==> config.mk <==
export PLATFORM = sky130hd
export DESIGN_NAME = aligned_pair_distance_core
export DESIGN_NICKNAME = d
export VERILOG_FILES = /design/src/sv/apd_pkg.sv /design/src/sv/aligned_pair_distance_core.sv /design/src/sv/apd_ctrl.sv /design/src/sv/apd_dpath.sv
export VERILOG_INCLUDE_DIRS = /design/src /design/src/sv
export SDC_FILE = /design/constraint.sdc
export NUM_CORES = 1
export LEC_CHECK = 0
export CORE_UTILIZATION = 37
export CTS_CLUSTER_SIZE = 8
export DETAILED_ROUTE_END_ITERATION = 10
export DONT_BUFFER_PORTS = 1
export GPL_ROUTABILITY_DRIVEN = 0
export REMOVE_ABC_BUFFERS = 1
export SLEW_MARGIN = 20
export SYNTH_ARGS = -nofsm -noshare
export SYNTH_HDL_FRONTEND = slang
export SYNTH_SLANG_ARGS = --single-unit
==> constraint.sdc <==
create_clock -name clk -period 8.6 [get_ports clk]
set_input_delay 0.43 -clock clk [delete_from_list [all_inputs] [get_ports clk]]
set_output_delay 0.43 -clock clk [all_outputs]
set_load 0.1 [all_outputs]
==> src/sv/aligned_pair_distance_core_assert.svh <==
// Assertion macros for the aligned pair distance core.
// Used by the top level; expects clk and arst_n in scope.
`ifndef ALIGNED_PAIR_DISTANCE_CORE_ASSERT_SVH
`define ALIGNED_PAIR_DISTANCE_CORE_ASSERT_SVH

// Consequent checked in the same cycle as the antecedent.
`define APD_ASSERT_NOW(lbl, ante, cons, msg) \
	lbl: assert property (@(posedge clk) disable iff (!arst_n) (ante) |-> (cons)) \
		else $error(msg);

// Consequent checked in the cycle after the antecedent.
`define APD_ASSERT_NEXT(lbl, ante, cons, msg) \
	lbl: assert property (@(posedge clk) disable iff (!arst_n) (ante) |=> (cons)) \
		else $error(msg);

`endif

==> src/sv/apd_pkg.sv <==
// Shared types, constants and character tables of the aligned pair distance core.
// No dependencies; imported by the controller, the datapath and the top level.
package apd_pkg;

	localparam int QUO_BITS   = 32;
	localparam int ROOT_BITS  = 16;
	localparam int DIST_BITS  = 17;
	localparam int TOT_BITS   = 16;
	localparam int DIV_STEPS  = QUO_BITS;
	localparam int ROOT_STEPS = ROOT_BITS;
	localparam int STEP_BITS  = $clog2(DIV_STEPS);

	localparam logic [DIST_BITS-1:0] DIST_ONE = DIST_BITS'(1) << ROOT_BITS;

	localparam logic [1:0] REG_SEQ_KIND   = 2'd0;
	localparam logic [1:0] REG_PROT_MAT   = 2'd1;
	localparam logic [1:0] REG_GAP_COUNT  = 2'd2;

	localparam logic       KIND_DNA     = 1'b1;
	localparam logic [1:0] MATRIX_GROUP = 2'd1;
	localparam logic [1:0] MATRIX_IDENT = 2'd2;

	localparam logic [7:0] CH_GAP  = 8'h2D;
	localparam logic [7:0] CH_STAR = 8'h2A;
	localparam logic [7:0] CH_N    = 8'h4E;
	localparam logic [7:0] CH_X    = 8'h58;

	typedef struct packed {
		logic       seq_kind;
		logic [1:0] prot_mat;
		logic       gap_count;
	} cfg_t;

	typedef struct packed {
		logic score;
		logic capture;
		logic div_step;
		logic root_step;
		logic out_load;
	} cmd_t;

	typedef struct packed {
		logic none;
		logic full;
	} stat_t;

	// A C G T X N -
	function automatic logic dna_member(input logic [7:0] ch);
		logic hit;
		case (ch)
			8'h41, 8'h43, 8'h47, 8'h54, 8'h58, 8'h4E, 8'h2D: hit = 1'b1;
			default: hit = 1'b0;
		endcase
		return hit;
	endfunction

	// D E K R H N Q S T I L V F W Y C M A G P X * -
	function automatic logic prot_member(input logic [7:0] ch);
		logic hit;
		case (ch)
			8'h44, 8'h45, 8'h4B, 8'h52, 8'h48, 8'h4E, 8'h51, 8'h53, 8'h54,
			8'h49, 8'h4C, 8'h56, 8'h46, 8'h57, 8'h59, 8'h43, 8'h4D,
			8'h41, 8'h47, 8'h50, 8'h58, 8'h2A, 8'h2D: hit = 1'b1;
			default: hit = 1'b0;
		endcase
		return hit;
	endfunction

	// residue groups: polar/charged, hydrophobic, small, proline
	function automatic logic [1:0] group_of(input logic [7:0] ch);
		logic [1:0] grp;
		case (ch)
			8'h49, 8'h4C, 8'h56, 8'h46, 8'h57, 8'h59, 8'h43, 8'h4D: grp = 2'd1;
			8'h41, 8'h47: grp = 2'd2;
			8'h50: grp = 2'd3;
			default: grp = 2'd0;
		endcase
		return grp;
	endfunction

endpackage

==> src/sv/aligned_pair_distance_core.sv <==
// Top level of the aligned pair distance core: configuration registers,
// controller and datapath. Depends on apd_pkg, apd_ctrl, apd_dpath and the assert header.
//
//  channel   direction  handshake          payload
//  cfg       in         cfg_en             cfg_index, cfg_data
//  s_*       in         s_tvalid/s_tready  s_tdata, s_tlast
//  m_*       out        m_tvalid/m_tready  m_tdata, m_tuser
//
// Columns that do not end their pair are accepted back to back.
// After a final column the controller runs a check, 32 divider steps, 16 root steps
// and a load of the result; with no compared site or a ratio of one it goes from check to load.
// The word is held in an output register, so new columns flow while it waits.
// s_tready is low during the check, while the divider and root run, or while a result waits to be loaded.
// Reset clears counts and control; configuration returns to DNA, identity, no gaps.
`include "aligned_pair_distance_core_assert.svh"

module aligned_pair_distance_core #(
	parameter int COUNT_BITS = 16
) (
	input  logic        clk,
	input  logic        arst_n,
	input  logic        cfg_en,
	input  logic [1:0]  cfg_index,
	input  logic [1:0]  cfg_data,
	input  logic        s_tvalid,
	output logic        s_tready,
	input  logic [15:0] s_tdata,   // residue_first[7:0], residue_second[15:8]
	input  logic        s_tlast,
	output logic        m_tvalid,
	input  logic        m_tready,
	output logic [55:0] m_tdata,   // distance_value[16:0], difference_total[32:17],
	                               // compared_total[48:33], zero[55:49]
	output logic [0:0]  m_tuser    // nothing_compared[0]
);
	import apd_pkg::*;

	cfg_t  cfg_q;
	cmd_t  cmd;
	stat_t stat;

	logic [DIST_BITS-1:0] distance_value;
	logic [TOT_BITS-1:0]  difference_total;
	logic [TOT_BITS-1:0]  compared_total;
	logic                 nothing_compared;

	always_ff @(posedge clk or negedge arst_n) begin
		if (!arst_n) begin
			cfg_q.seq_kind  <= KIND_DNA;
			cfg_q.prot_mat  <= MATRIX_IDENT;
			cfg_q.gap_count <= 1'b0;
		end else if (cfg_en) begin
			unique case (cfg_index)
				REG_SEQ_KIND:  cfg_q.seq_kind  <= cfg_data[0];
				REG_PROT_MAT:  cfg_q.prot_mat  <= cfg_data;
				REG_GAP_COUNT: cfg_q.gap_count <= cfg_data[0];
				default: ;
			endcase
		end
	end

	apd_ctrl u_ctrl (
		.clk      (clk),
		.arst_n   (arst_n),
		.s_tvalid (s_tvalid),
		.s_tlast  (s_tlast),
		.s_tready (s_tready),
		.m_tvalid (m_tvalid),
		.m_tready (m_tready),
		.stat     (stat),
		.cmd      (cmd)
	);

	apd_dpath #(
		.COUNT_BITS (COUNT_BITS)
	) u_dpath (
		.clk              (clk),
		.arst_n           (arst_n),
		.cfg              (cfg_q),
		.cmd              (cmd),
		.stat             (stat),
		.residue_first    (s_tdata[7:0]),
		.residue_second   (s_tdata[15:8]),
		.distance_value   (distance_value),
		.difference_total (difference_total),
		.compared_total   (compared_total),
		.nothing_compared (nothing_compared)
	);

	assign m_tdata    = {7'b0, compared_total, difference_total, distance_value};
	assign m_tuser[0] = nothing_compared;

	`APD_ASSERT_NOW(a_none_is_zero, m_tvalid && m_tuser[0], (m_tdata[32:0] == 33'd0), "empty pair with nonzero distance or difference")
	`APD_ASSERT_NOW(a_one_is_exact, m_tvalid && m_tdata[16], (m_tdata[15:0] == 16'd0), "distance above one")
	`APD_ASSERT_NEXT(a_busy_after_last, s_tvalid && s_tready && s_tlast, !s_tready, "column taken while pair result is pending")

endmodule

==> src/sv/apd_ctrl.sv <==
// Controller of the aligned pair distance core: sequences scoring, division and root.
// Depends on apd_pkg for the command and status structs and step counts.
module apd_ctrl (
	input  logic          clk,
	input  logic          arst_n,
	input  logic          s_tvalid,
	input  logic          s_tlast,
	output logic          s_tready,
	output logic          m_tvalid,
	input  logic          m_tready,
	input  apd_pkg::stat_t stat,
	output apd_pkg::cmd_t  cmd
);
	import apd_pkg::*;

	typedef enum logic [2:0] {
		ST_ACCUM,
		ST_CHECK,
		ST_DIV,
		ST_ROOT,
		ST_HOLD
	} state_t;

	state_t               state_q;
	logic [STEP_BITS-1:0] step_q;
	logic                 m_tvalid_q;
	logic                 accept;
	logic                 out_free;

	assign s_tready = (state_q == ST_ACCUM);
	assign accept   = s_tvalid && s_tready;
	assign out_free = !m_tvalid_q || m_tready;
	assign m_tvalid = m_tvalid_q;

	always_comb begin
		cmd           = '0;
		cmd.score     = accept;
		cmd.capture   = accept && s_tlast;
		cmd.div_step  = (state_q == ST_DIV);
		cmd.root_step = (state_q == ST_ROOT);
		cmd.out_load  = (state_q == ST_HOLD) && out_free;
	end

	always_ff @(posedge clk or negedge arst_n) begin
		if (!arst_n) begin
			state_q    <= ST_ACCUM;
			step_q     <= '0;
			m_tvalid_q <= 1'b0;
		end else begin
			if (cmd.out_load)
				m_tvalid_q <= 1'b1;
			else if (m_tvalid_q && m_tready)
				m_tvalid_q <= 1'b0;
			unique case (state_q)
				ST_ACCUM: begin
					if (accept && s_tlast)
						state_q <= ST_CHECK;
				end
				ST_CHECK: begin
					step_q <= '0;
					if (stat.none || stat.full)
						state_q <= ST_HOLD;
					else
						state_q <= ST_DIV;
				end
				ST_DIV: begin
					if (step_q == STEP_BITS'(DIV_STEPS - 1)) begin
						step_q  <= '0;
						state_q <= ST_ROOT;
					end else begin
						step_q <= step_q + 1'b1;
					end
				end
				ST_ROOT: begin
					if (step_q == STEP_BITS'(ROOT_STEPS - 1))
						state_q <= ST_HOLD;
					else
						step_q <= step_q + 1'b1;
				end
				ST_HOLD: begin
					if (out_free)
						state_q <= ST_ACCUM;
				end
				default: state_q <= ST_ACCUM;
			endcase
		end
	end

endmodule

==> src/sv/apd_dpath.sv <==
// Datapath of the aligned pair distance core: column scoring, saturating counts,
// restoring divider, bit-serial square root and the result register. Uses apd_pkg.
module apd_dpath #(
	parameter int COUNT_BITS = 16
) (
	input  logic                           clk,
	input  logic                           arst_n,
	input  apd_pkg::cfg_t                  cfg,
	input  apd_pkg::cmd_t                  cmd,
	output apd_pkg::stat_t                 stat,
	input  logic [7:0]                     residue_first,
	input  logic [7:0]                     residue_second,
	output logic [apd_pkg::DIST_BITS-1:0]  distance_value,
	output logic [apd_pkg::TOT_BITS-1:0]   difference_total,
	output logic [apd_pkg::TOT_BITS-1:0]   compared_total,
	output logic                           nothing_compared
);
	import apd_pkg::*;

	localparam int REM_BITS      = COUNT_BITS + 1;
	localparam int ROOT_REM_BITS = ROOT_BITS + 2;
	localparam int ROOT_WORK     = ROOT_REM_BITS + 2;
	localparam logic [COUNT_BITS-1:0] COUNT_MAX = '1;

	logic [7:0] a;
	logic [7:0] b;
	logic dna_ok, dna_skip_a, dna_skip_b, dna_site, dna_gap;
	logic prot_ok, prot_skip_a, prot_skip_b, prot_site, prot_diff;
	logic site_inc, diff_inc;

	logic [COUNT_BITS-1:0] diff_cnt_q, site_cnt_q;
	logic [COUNT_BITS-1:0] diff_next, site_next;

	logic [REM_BITS-1:0]      rem_q;
	logic [COUNT_BITS-1:0]    dvsr_q;
	logic [QUO_BITS-1:0]      quo_q;
	logic [REM_BITS-1:0]      div_trial;
	logic                     div_ge;
	logic [ROOT_REM_BITS-1:0] sq_rem_q;
	logic [ROOT_BITS-1:0]     root_q;
	logic [ROOT_WORK-1:0]     root_work, root_trial;
	logic                     root_ge;
	logic [TOT_BITS-1:0]      diff_tot_q, site_tot_q;
	logic                     none_q, full_q;

	logic [DIST_BITS-1:0] dist_out_q;
	logic [TOT_BITS-1:0]  diff_out_q, site_out_q;
	logic                 none_out_q;

	assign a = residue_first;
	assign b = residue_second;

	assign dna_ok     = dna_member(a) && dna_member(b);
	assign dna_skip_a = (a == CH_GAP) || (a == CH_N) || (a == CH_X);
	assign dna_skip_b = (b == CH_GAP) || (b == CH_N) || (b == CH_X);
	assign dna_site   = dna_ok && !dna_skip_a && !dna_skip_b;
	assign dna_gap    = dna_ok && cfg.gap_count &&
		(((a == CH_GAP) && !dna_skip_b) || ((b == CH_GAP) && !dna_skip_a));

	assign prot_ok     = prot_member(a) && prot_member(b) &&
		((cfg.prot_mat == MATRIX_GROUP) || (cfg.prot_mat == MATRIX_IDENT));
	assign prot_skip_a = (a == CH_GAP) || (a == CH_STAR) || (a == CH_X);
	assign prot_skip_b = (b == CH_GAP) || (b == CH_STAR) || (b == CH_X);
	assign prot_site   = prot_ok && !prot_skip_a && !prot_skip_b;
	assign prot_diff   = prot_site && ((cfg.prot_mat == MATRIX_IDENT) ? (a != b) :
		(group_of(a) != group_of(b)));

	assign site_inc = (cfg.seq_kind == KIND_DNA) ? (dna_site || dna_gap) : prot_site;
	assign diff_inc = (cfg.seq_kind == KIND_DNA) ? ((dna_site && (a != b)) || dna_gap) :
		prot_diff;

	assign site_next = (site_inc && (site_cnt_q != COUNT_MAX)) ? site_cnt_q + 1'b1 : site_cnt_q;
	assign diff_next = (diff_inc && (diff_cnt_q != COUNT_MAX)) ? diff_cnt_q + 1'b1 : diff_cnt_q;

	assign div_trial = {rem_q[COUNT_BITS-1:0], 1'b0};
	assign div_ge    = (div_trial >= {1'b0, dvsr_q});

	assign root_work  = {sq_rem_q, quo_q[QUO_BITS-1 -: 2]};
	assign root_trial = {2'b00, root_q, 2'b01};
	assign root_ge    = (root_work >= root_trial);

	assign stat.none = none_q;
	assign stat.full = full_q;

	always_ff @(posedge clk or negedge arst_n) begin
		if (!arst_n) begin
			diff_cnt_q <= '0;
			site_cnt_q <= '0;
		end else if (cmd.capture) begin
			diff_cnt_q <= '0;
			site_cnt_q <= '0;
		end else if (cmd.score) begin
			diff_cnt_q <= diff_next;
			site_cnt_q <= site_next;
		end
	end

	always_ff @(posedge clk) begin
		if (cmd.capture) begin
			rem_q      <= {1'b0, diff_next};
			dvsr_q     <= site_next;
			quo_q      <= '0;
			sq_rem_q   <= '0;
			root_q     <= '0;
			diff_tot_q <= TOT_BITS'(diff_next);
			site_tot_q <= TOT_BITS'(site_next);
			none_q     <= (site_next == '0);
			full_q     <= (diff_next >= site_next);
		end
		if (cmd.div_step) begin
			rem_q <= div_ge ? (div_trial - {1'b0, dvsr_q}) : div_trial;
			quo_q <= {quo_q[QUO_BITS-2:0], div_ge};
		end
		if (cmd.root_step) begin
			sq_rem_q <= ROOT_REM_BITS'(root_ge ? (root_work - root_trial) : root_work);
			root_q   <= {root_q[ROOT_BITS-2:0], root_ge};
			quo_q    <= quo_q << 2;
		end
		if (cmd.out_load) begin
			if (none_q)
				dist_out_q <= '0;
			else if (full_q)
				dist_out_q <= DIST_ONE;
			else
				dist_out_q <= {1'b0, root_q};
			diff_out_q <= diff_tot_q;
			site_out_q <= site_tot_q;
			none_out_q <= none_q;
		end
	end

	assign distance_value   = dist_out_q;
	assign difference_total = diff_out_q;
	assign compared_total   = site_out_q;
	assign nothing_compared = none_out_q;

endmodule
==> results of run 1 <==
==> routing by layer <==
layer  share of wire [%]  GRT usage (%)  vias to the layer above  wire length [um]
met3                 4.7           2.85                       29              1240
met2                  45           24.8                      186             11900
met5                   0              0                        -                 0
li1                    -              -                     4226                 -
met1                  48           22.3                     4122             12800
met4                 1.5           4.30                        0               399
==> cell type report <==
| cell class | count | area (sq um) | area share [%] |
|---|---|---|---|
| multi-input cells | 820 | 5680 | 41.6 |
| inverters | 76 | 285 | 2.09 |
| repair buffers | 16 | 165 | 1.21 |
| clock buffers | 55 | 876 | 6.41 |
| flip-flops and latches | 211 | 6090 | 44.6 |
| clock inverters | 1 | 3.75 | 0.0275 |
| well taps | 442 | 553 | 4.05 |
==> cells by family after synthesis <==
group,count (synthesis)
compound gates,234
xor+xnor,61
fa+ha+maj,58
buf+inv,135
flops,211
mux,68
other cells,1
simple gates,392
==> power by group through the flow <==
stage	combinational [mW]	clock [mW]	sequential, mW
global placement	1.08	0	1.94
finish	1.09	1.09	1.93
CTS	1.10	1.12	1.93
floorplan	0.811	0	1.93
global route	1.22	1.16	1.95
detailed placement	1.09	0	1.95
==> worst max-delay path: cells and delay by family, from the launching register on <==
kind / cells / cell delay [ns]
AO/OA/AOI/OAI: 12 / 2.72
adder cells (fa/ha/maj): 2 / 0.50
flip-flops: 1 / 0.53
multiplexers: 1 / 0.42
AND/OR/NAND/NOR: 1 / 0.10
==> what timing repair did <==
item                                   in CTS  in global routing
hold buffers                                3                  0
endpoints found under the hold margin      46                  0
setup buffers                               0                  0
==> cells in the final DEF, fill, tap and decap left out, types with 4 or more instances in the layout <==
cell type and instances:
sky130_fd_sc_hd__a211oi_1 7, sky130_fd_sc_hd__a21o_1 14, sky130_fd_sc_hd__a21oi_1 56, sky130_fd_sc_hd__a22o_1 8
sky130_fd_sc_hd__a31oi_1 4, sky130_fd_sc_hd__and2_1 8, sky130_fd_sc_hd__and3_1 10, sky130_fd_sc_hd__and3b_1 4
sky130_fd_sc_hd__buf_4 12, sky130_fd_sc_hd__clkbuf_1 23, sky130_fd_sc_hd__clkbuf_16 31, sky130_fd_sc_hd__conb_1 7
sky130_fd_sc_hd__dfrtp_1 42, sky130_fd_sc_hd__edfxtp_1 164, sky130_fd_sc_hd__ha_1 56, sky130_fd_sc_hd__inv_1 75
sky130_fd_sc_hd__mux2_2 29, sky130_fd_sc_hd__mux2i_1 38, sky130_fd_sc_hd__nand2_1 96, sky130_fd_sc_hd__nand2b_1 11
sky130_fd_sc_hd__nand3_1 27, sky130_fd_sc_hd__nand3b_1 6, sky130_fd_sc_hd__nand4_1 18, sky130_fd_sc_hd__nor2_1 98
sky130_fd_sc_hd__nor2b_1 23, sky130_fd_sc_hd__nor3_1 34, sky130_fd_sc_hd__nor3b_1 6, sky130_fd_sc_hd__nor4_1 4
sky130_fd_sc_hd__nor4_2 7, sky130_fd_sc_hd__o2111ai_1 8, sky130_fd_sc_hd__o211ai_1 6, sky130_fd_sc_hd__o21a_1 12
sky130_fd_sc_hd__o21ai_0 57, sky130_fd_sc_hd__o21ai_1 5, sky130_fd_sc_hd__o31ai_1 9, sky130_fd_sc_hd__or2_2 5
sky130_fd_sc_hd__or3_1 9, sky130_fd_sc_hd__xnor2_1 29, sky130_fd_sc_hd__xor2_1 31
==> path summary, 6_finish.rpt <==
check,startpoint,slack (ns),to
hold / removal,cfg_data[0],0.05,cfg_q[0]
setup / recovery,cfg_q[2],4.08,u_dpath.full_q
min in group asynchronous,arst_n,0.42,u_dpath.site_cnt_q[10]
max in group asynchronous,arst_n,7.91,cfg_q[3]
setup reg to reg,cfg_q[2],4.08,u_dpath.full_q
hold reg to reg,u_dpath.diff_tot_q[11],0.42,u_dpath.difference_total[11]
==> metrics by stage <==
step                      worst slack (ns)  cell area, sq um  power, mW  utilization [%]
after global placement                4.18             12700       3.02             39.0
after global routing                  3.76             13700       4.34             41.9
after detailed placement              4.11             12700       3.03             39.0
after floorplan                       3.47             12000       2.74                -
final                                 4.08             13700       4.10             41.9
after CTS                             4.06             13700       4.15             41.9
==> metrics.json, run 1 <==
{
  "status": "completed",
  "critical-path-max-stage-delay_ns": 0.53,
  "design.portCount": 85,
  "leakage_nw": 5.30,
  "grt_max_degree": 51,
  "power-per-cell-area_nw_per_um2": 301,
  "ctsRootBufferMaster": "sky130_fd_sc_hd__clkbuf_16",
  "fin_hold_ws_ns": 0.0469,
  "placement_rows": 66,
  "p_sw_share_pct": 39.5,
  "htree_num_levels": 1,
  "syn_area_sq_um": 12300,
  "ys_warn_count": 0,
  "data_required_time_at_the_worst_endpoint_ns": 8.87,
  "placed_cells_incl_taps": 1562,
  "cts_made_buffers": 30,
  "detailed_route_vias_per_instance": 5.28,
  "most_frequently_used_cell_type_in_the_post_synthesis_netlist": "sky130_fd_sc_hd__edfxtp_1",
  "switching_power_mw": 1.62,
  "timing_hold_violations_final": 0,
  "ys_async_sr_fraction_pct": 21.3,
  "timing.clock.skew_ns": 0.00869,
  "fin_setup_tns_ns": 0,
  "p_int_mw": 2.48,
  "synth.area.top_cells": "sky130_fd_sc_hd__edfxtp_1 (40%), sky130_fd_sc_hd__dfrtp_1 (8.7%), sky130_fd_sc_hd__ha_1 (5.7%), sky130_fd_sc_hd__mux2i_1 (3.1%), sky130_fd_sc_hd__nor2_1 (3.0%)",
  "detail-route-antenna-nets": 0,
  "antenna_violations_before_repair": 0,
  "initial_core_util_pct": 37.7,
  "synth-adder-area-share_pct": 5.95,
  "fp.dieH_um": 184,
  "finalSetupViolCount": 0,
  "vdd_drop_max_v": 0.000146,
  "area.growth.synth_to_final_pct": 10.9,
  "synth_xor_xnor_area_share_pct": 4.40,
  "core-area_sq_um": 32600,
  "first_iter_violations": 590,
  "average_size_of_a_mapped_cell_sq_um": 10.6,
  "number_of_synthesized_register_bits": 211,
  "finalWirelength_um": 26300,
  "worstMarginPinSlew_ns": 0.946,
  "clock_tree_from_tritoncts": "done",
  "clk_pin_slew_ns": 0.05,
  "synthDominantAreaCellType": "sky130_fd_sc_hd__edfxtp_1",
  "setup.worst_path.end_class": "register",
  "synthSimpleGateAreaFrac_pct": 16.7,
  "final_min_period_over_clock_period_pct": 52.6,
  "critical_path.startpoint_type": "register",
  "muxShareOfSynthArea_pct": 5.86,
  "cts-root-to-sink-buffers": 3,
  "clock_insertion_delay_worst_skew_ns": 0.53,
  "hold_class": "in -> reg",
  "hold_path_depth": 1,
  "reg2regPathDepth": 16,
  "finalNetCount": 1238,
  "rsz0062_at_grt": "false",
  "detailroute.via_count": 8563,
  "final_layout_size_suffix_gt1_share_pct": 9.67,
  "maxCapViolations": 0,
  "dp_hpwl_um": 18000,
  "grt_pass1_wl_um": 43300,
  "cell_count_after_synthesis": 1160,
  "insertedDiodeCount": 0,
  "wire_per_inst_um": 16.2,
  "timing.critical_path.fanout_max": 11,
  "fin_crit_ns": 4.52,
  "post-route-drc-count": 0,
  "synth_edf_count": 164,
  "fillerInstances": 3099,
  "relSlewSlack_pct": 35.3,
  "final_max_slew_viol_count": 0,
  "pwr-share-clk_pct": 26.5,
  "synth_cell_type_count": 89,
  "largest_register": "u_dpath.quo_q",
  "combinational_family_with_the_most_area_after_synthesis": "simple AND/OR/NAND/NOR gates",
  "gr-usage-all-layers_pct": 15.8,
  "cpMaxStageDelayCell": "sky130_fd_sc_hd__dfstp_2",
  "yosysTopAreaCellShare_pct": 40.0,
  "synthTopCellsByCount": "sky130_fd_sc_hd__edfxtp_1 (164), sky130_fd_sc_hd__nor2_1 (100), sky130_fd_sc_hd__nand2_1 (96), sky130_fd_sc_hd__inv_1 (75), sky130_fd_sc_hd__o21ai_0 (57)",
  "complex_gate_fraction_of_the_synthesized_area_pct": 12.9,
  "crit_path_cell_trace": "ha_1 -> nor2_1 -> o2111ai_1 -> a311oi_1 -> o31a_1 -> a41o_1 -> mux2_2 -> ha_1 -> a21o_1 -> a21o_1 -> a21o_1 -> a21o_1 -> a21oi_1 -> o21ai_0 -> a221oi_1 -> o21ai_0",
  "max_clock_freq_ghz": 0.221,
  "grt_remaining_overflow": 0,
  "chipWidth_um": 184,
  "combinational_cell_fraction_of_total_power_pct": 26.5,
  "firstDrtPassIters": 5,
  "grt_pass1_vias": 8290,
  "port_buffer_count": 0,
  "clkSinkCount": 211,
  "synth_sequential_area_ratio_pct": 49.5,
  "ys_dominant_reg_cell": "sky130_fd_sc_hd__edfxtp_1",
  "timing.critical_path.mode_cell": "sky130_fd_sc_hd__a21o_1",
  "seqPwrFrac_pct": 46.9,
  "largest_reg_flops": 32,
  "critical_path_arrival_ns": 4.79,
  "post_cts_resize_count": 0,
  "timing.setup.critical_path_class": "reg -> reg",
  "layout.cells.non_filler": 1621,
  "die_area_sq_um": 34000
}
Note: power is estimated with default switching activity, not from simulation.
==> inputs of run 2 (changes only) <==
--- a/config.mk
+++ b/config.mk
@@ -6,6 +6,7 @@
 export SDC_FILE = /design/constraint.sdc
 export NUM_CORES = 1
 export LEC_CHECK = 0
+export ABC_AREA = 1
 export CORE_UTILIZATION = 37
 export CTS_CLUSTER_SIZE = 8
 export DETAILED_ROUTE_END_ITERATION = 10
==> constraint.sdc (replaced) <==
create_clock -name clk -period 4.7 [get_ports clk]
set_input_delay 0.235 -clock clk [delete_from_list [all_inputs] [get_ports clk]]
set_output_delay 0.235 -clock clk [all_outputs]
set_load 0.1 [all_outputs]
==> run 2 against run 1 <==
Compared with the run above: utilization rose by 0.91 points; synthesized area is 1.9% lower; wire length is 6.9% higher; combinational power rose to 2.6 times the previous value; worst setup slack worse by 3.1 ns; count of clock-buffer cells in the layout unchanged; via count rose by 8.4%; clock power rose by 83%; cell area fell by 0.14%; sequential power rose by 82%; maximum frequency grew 22%; critical path type unchanged.
==> metrics.json, run 2 <==
{
  "status": "completed",
  "placed_cell_area": {"value": 12600, "unit": "sq um", "change": "-0.88%"},
  "yosysTopAreaCellShare": {"value": 40.8, "unit": "%", "change": "+0.76 points"},
  "detail-route-antenna-nets": {"value": 0, "change": "unchanged"},
  "crit_path_cell_trace": "ha_1 -> nand2_1 -> nor2_2 -> nand3_1 -> inv_2 -> nand4_1 -> nor3_2 -> nand4_1 -> buf_4 -> nand3_2 -> nand2_1 -> o21ai_2 -> ha_1 -> a21oi_1 -> nor3_1 -> a211oi_1 -> nor3_1 -> a2111oi_0 -> o311ai_0",
  "rsz0062_at_grt": "false",
  "clkSinkCount": {"value": 211, "change": "unchanged"},
  "synth_xor_xnor_area_share": {"value": 4.06, "unit": "%", "change": "-0.34 points"},
  "detailed_route_vias_per_instance": {"value": 5.03, "change": "-4.8%"},
  "hold_class": "in -> reg",
  "largest_reg_flops": {"value": 32, "change": "unchanged"},
  "most_frequent_standard_cell_in_the_layout_excluding_fill_and_tap_cells": "sky130_fd_sc_hd__nand2_1",
  "maxCapViolations": {"value": 0, "change": "unchanged"},
  "synthTopCellsByCount": "sky130_fd_sc_hd__nand2_1 (268), sky130_fd_sc_hd__inv_1 (182), sky130_fd_sc_hd__edfxtp_1 (164), sky130_fd_sc_hd__nor2_1 (126), sky130_fd_sc_hd__nand3_1 (75)",
  "synth_cell_type_count": {"value": 52, "change": "-42%"},
  "timing.critical_path.fanout_max": {"value": 22, "change": "+11"},
  "met3RoutedLength": {"value": 1320, "unit": "um", "change": "+6.8%"},
  "detailroute.via_count": {"value": 9282, "change": "+8.4%"},
  "most_frequently_used_cell_type_in_the_post_synthesis_netlist": "sky130_fd_sc_hd__nand2_1",
  "synth_edf_count": {"value": 164, "change": "unchanged"},
  "synthDominantAreaCellType": "sky130_fd_sc_hd__edfxtp_1",
  "finalNetCount": {"value": 1470, "change": "+19%"},
  "antenna_violations_before_repair": {"value": 0, "change": "unchanged"},
  "max_clock_freq": {"value": 0.269, "unit": "GHz", "change": "+22%"},
  "wire_per_inst": {"value": 15.2, "unit": "um", "change": "-6.1%"},
  "synth_sequential_area_ratio": {"value": 50.4, "unit": "%", "change": "+0.94 points"},
  "clk_pin_slew": {"value": 0.05, "unit": "ns", "change": "about the same"},
  "stdcell_area": {"value": 13600, "unit": "sq um", "change": "-0.14%"},
  "ys_warn_count": {"value": 0, "change": "unchanged"},
  "crit-reg2reg-launch": "u_dpath.site_cnt_q[1]",
  "layout.cells.non_filler": {"value": 1845, "change": "+14%"},
  "critical-path-max-stage-delay": {"value": 0.39, "unit": "ns", "change": "-0.14 ns"},
  "firstDrtPassIters": {"value": 7, "change": "+2"},
  "post_cts_resize_count": {"value": 0, "change": "unchanged"},
  "final_min_period_over_clock_period": {"value": 79.2, "unit": "%", "change": "+27 points"},
  "grt_remaining_overflow": {"value": 0, "change": "unchanged"},
  "fin_hold_ws": {"value": 0.0708, "unit": "ns", "change": "+0.0239 ns"},
  "cts-root-to-sink-buffers": {"value": 3, "change": "unchanged"},
  "synthSimpleGateAreaFrac": {"value": 21.5, "unit": "%", "change": "+4.8 points"},
  "hold_start": "s_tlast",
  "average_size_of_a_mapped_cell": {"value": 8.90, "unit": "sq um", "change": "-16%"},
  "crit-reg2reg-capture": "u_dpath.full_q",
  "design.portCount": {"value": 85, "change": "unchanged"},
  "reg2regPathDepth": {"value": 19, "change": "+3"},
  "clock_insertion_delay_worst_skew": {"value": 0.54, "unit": "ns", "change": "about the same"},
  "route.met2.wl": {"value": 13400, "unit": "um", "change": "+13%"},
  "power-per-cell-area": {"value": 615, "unit": "nW/um^2", "change": "+100%"},
  "design_power_total": {"value": 8.39, "unit": "mW", "change": "+100%"},
  "leakage": {"value": 5.88, "unit": "nW", "change": "+11%"},
  "grt_pass1_wl": {"value": 46500, "unit": "um", "change": "+7.5%"},
  "cpMaxStageDelayCell": "sky130_fd_sc_hd__dfrtp_1",
  "finalSetupViolCount": {"value": 0, "change": "unchanged"},
  "htree_num_levels": {"value": 1, "change": "unchanged"},
  "final_max_slew_viol_count": {"value": 0, "change": "unchanged"},
  "synth.area.top_cells": "sky130_fd_sc_hd__edfxtp_1 (41%), sky130_fd_sc_hd__dfrtp_1 (8.9%), sky130_fd_sc_hd__nand2_1 (8.3%), sky130_fd_sc_hd__ha_1 (5.8%), sky130_fd_sc_hd__inv_1 (5.7%)",
  "syn_area": {"value": 12100, "unit": "sq um", "change": "-1.9%"},
  "area.growth.synth_to_final_pct": 12.9,
  "grt_max_degree": {"value": 47, "change": "-7.8%"},
  "number_of_synthesized_register_bits": {"value": 211, "change": "unchanged"},
  "critPathTopFamily": "simple AND/OR/NAND/NOR gates",
  "port_buffer_count": {"value": 0, "change": "unchanged"},
  "dp_hpwl": {"value": 20300, "unit": "um", "change": "+13%"},
  "combinational_family_with_the_most_area_after_synthesis": "simple AND/OR/NAND/NOR gates",
  "finalWirelength": {"value": 28100, "unit": "um", "change": "+6.9%"},
  "hold_path_depth": {"value": 4, "change": "+3"},
  "grt_pass1_vias": {"value": 9243, "change": "+11%"},
  "chipWidth": {"value": 183, "unit": "um", "change": "-0.92%"},
  "critical_path_arrival": {"value": 3.98, "unit": "ns", "change": "-0.81 ns"},
  "core-area": {"value": 31900, "unit": "sq um", "change": "-2.3%"},
  "fin_crit": {"value": 3.72, "unit": "ns", "change": "-0.801 ns"},
  "fp.dieH": {"value": 183, "unit": "um", "change": "-0.92%"},
  "placed_cells_incl_taps": {"value": 1777, "change": "+14%"},
  "synth-adder-area-share": {"value": 5.97, "unit": "%", "change": "+0.019 points"},
  "drt-met1-wl": {"value": 12500, "unit": "um", "change": "-1.8%"},
  "relSlewSlack": {"value": 32.1, "unit": "%", "change": "-3.2 points"},
  "critical_path.startpoint_type": "register",
  "worstMarginPinSlew": {"value": 1.02, "unit": "ns", "change": "+0.0702 ns"},
  "highest_metal_layer_used_by_the_detailed_router": "met4",
  "layout.cells.most_common_list": "sky130_fd_sc_hd__nand2_1 (268), sky130_fd_sc_hd__inv_1 (182), sky130_fd_sc_hd__edfxtp_1 (164), sky130_fd_sc_hd__nor2_1 (123), sky130_fd_sc_hd__nand3_1 (75)",
  "final_layout_size_suffix_gt1_share": {"value": 6.95, "unit": "%", "change": "-2.7 points"},
  "gr-usage-all-layers": {"value": 17.2, "unit": "%", "change": "+1.4 points"},
  "setup.worst_path.end_class": "register",
  "largest_register": "u_dpath.quo_q",
  "fillerInstances": {"value": 3182, "change": "+2.7%"},
  "first_iter_violations": {"value": 609, "change": "+3.2%"},
  "ctsRootBufferMaster": "sky130_fd_sc_hd__clkbuf_16",
  "crit_buf_inv": {"value": 2, "change": "+2"},
  "insertedDiodeCount": {"value": 0, "change": "unchanged"},
  "clock_tree_from_tritoncts": "done",
  "data_required_time_at_the_worst_endpoint": {"value": 4.96, "unit": "ns", "change": "-3.91 ns"},
  "timing_hold_violations_final": {"value": 0, "change": "unchanged"},
  "initial_core_util": {"value": 37.9, "unit": "%", "change": "+0.16 points"},
  "ys_async_sr_fraction": {"value": 21.3, "unit": "%", "change": "unchanged"},
  "placement_rows": {"value": 65, "change": "-1.5%"},
  "die_area": {"value": 33400, "unit": "sq um", "change": "-1.8%"},
  "cell_count_after_synthesis": {"value": 1358, "change": "+17%"},
  "worstHoldEndpoint": "u_dpath.diff_cnt_q[7]",
  "timing.setup.critical_path_class": "reg -> reg",
  "fin_setup_tns": {"value": 0, "unit": "ns", "change": "unchanged"},
  "complex_gate_fraction_of_the_synthesized_area": {"value": 10.1, "unit": "%", "change": "-2.8 points"},
  "ys_dominant_reg_cell": "sky130_fd_sc_hd__edfxtp_1",
  "reg2reg_slack": {"value": 0.98, "unit": "ns", "change": "-3.10 ns"},
  "cts_made_buffers": {"value": 30, "change": "unchanged"},
  "post-route-drc-count": {"value": 0, "change": "unchanged"},
  "vdd_drop_max": {"value": 0.000277, "unit": "V", "change": "+89%"},
  "muxShareOfSynthArea": {"value": 0.0932, "unit": "%", "change": "-5.8 points"},
  "timing.clock.skew": {"value": 0.0147, "unit": "ns", "change": "+0.00603 ns"}
}
-- run 2: cell count changes in the layout (fill, tap and decap cells not counted), sizes merged, moves of 33 or more --
cell and change:
nand2 +177, inv +120, nand3 +50, o22ai +46, mux2i -38, nor2 +34
nand4 +33
-- run 2: kinds of logic (layout without fill, tap and decap cells) --
| group | after synthesis | after routing |
|---|---|---|
| compound gates | 211 | 211 |
| simple gates | 584 | 584 |
| fa+ha+maj | 57 | 57 |
| flops | 211 | 211 |
| mux | 1 | 1 |
| buf+inv | 237 | 283 |
| other cells | 1 | 7 |
| xor+xnor | 56 | 56 |
-- run 2: metal layers --
layer | track usage (%) | vias up
met5 | 0 | -
met4 | 5.18 | 0
met3 | 2.55 | 64
met2 | 30.1 | 227
met1 | 22.0 | 4310
li1 | - | 4681
-- run 2: what timing repair did --
item,4_1_cts,5_1_grt
endpoints found under the hold margin,51,0
hold buffers,13,0
buffers inserted,0,0
-- run 2: report_power, final --
group	switching, mW	internal, mW	leakage (nW)
clock	0.764	1.23	0.416
sequential	0.804	2.71	2.17
combinational	1.95	0.932	3.30
-- run 2: worst reg2reg max path, delay by kind of cell (launching register included) --
family | cells | cell delay (ns)
DFF | 1 | 0.39
and+or+nand+nor | 10 | 1.38
adders and majority gates | 2 | 0.49
buffers and inverters | 2 | 0.25
AOI/OAI and AO/OA | 5 | 0.93
-- run 2: per-stage QoR --
stage	utilization (%)	worst slack [ns]
2_1_floorplan	-	-1.14
3_3_place_gp	39.6	1.03
3_5_place_dp	39.6	0.894
4_1_cts	42.8	0.963
5_1_grt	42.8	0.490
6_report	42.8	0.977
-- run 2: final cells by class --
cell class | instances | area, sq um | area share, %
clock buffer | 55 | 876 | 6.42
inverter | 197 | 739 | 5.42
multi-input combinational | 916 | 5100 | 37.4
sequential | 211 | 6090 | 44.7
tap | 435 | 544 | 3.99
timing repair buffer | 31 | 283 | 2.07
-- run 2: worst max-delay path by stage --
stage,to,slack [ns],start,cells past startpoint
5_1_grt,u_dpath.full_q,0.49,u_dpath.site_cnt_q[0],19
3_3_place_gp,u_dpath.full_q,1.03,s_tdata[7],20
2_1_floorplan,u_dpath.quo_q[10],-1.14,u_ctrl.state_q[2],7
6_report,u_dpath.full_q,0.98,u_dpath.site_cnt_q[1],19
3_5_place_dp,u_dpath.full_q,0.89,s_tdata[7],20
4_1_cts,u_dpath.full_q,0.96,u_dpath.site_cnt_q[1],19
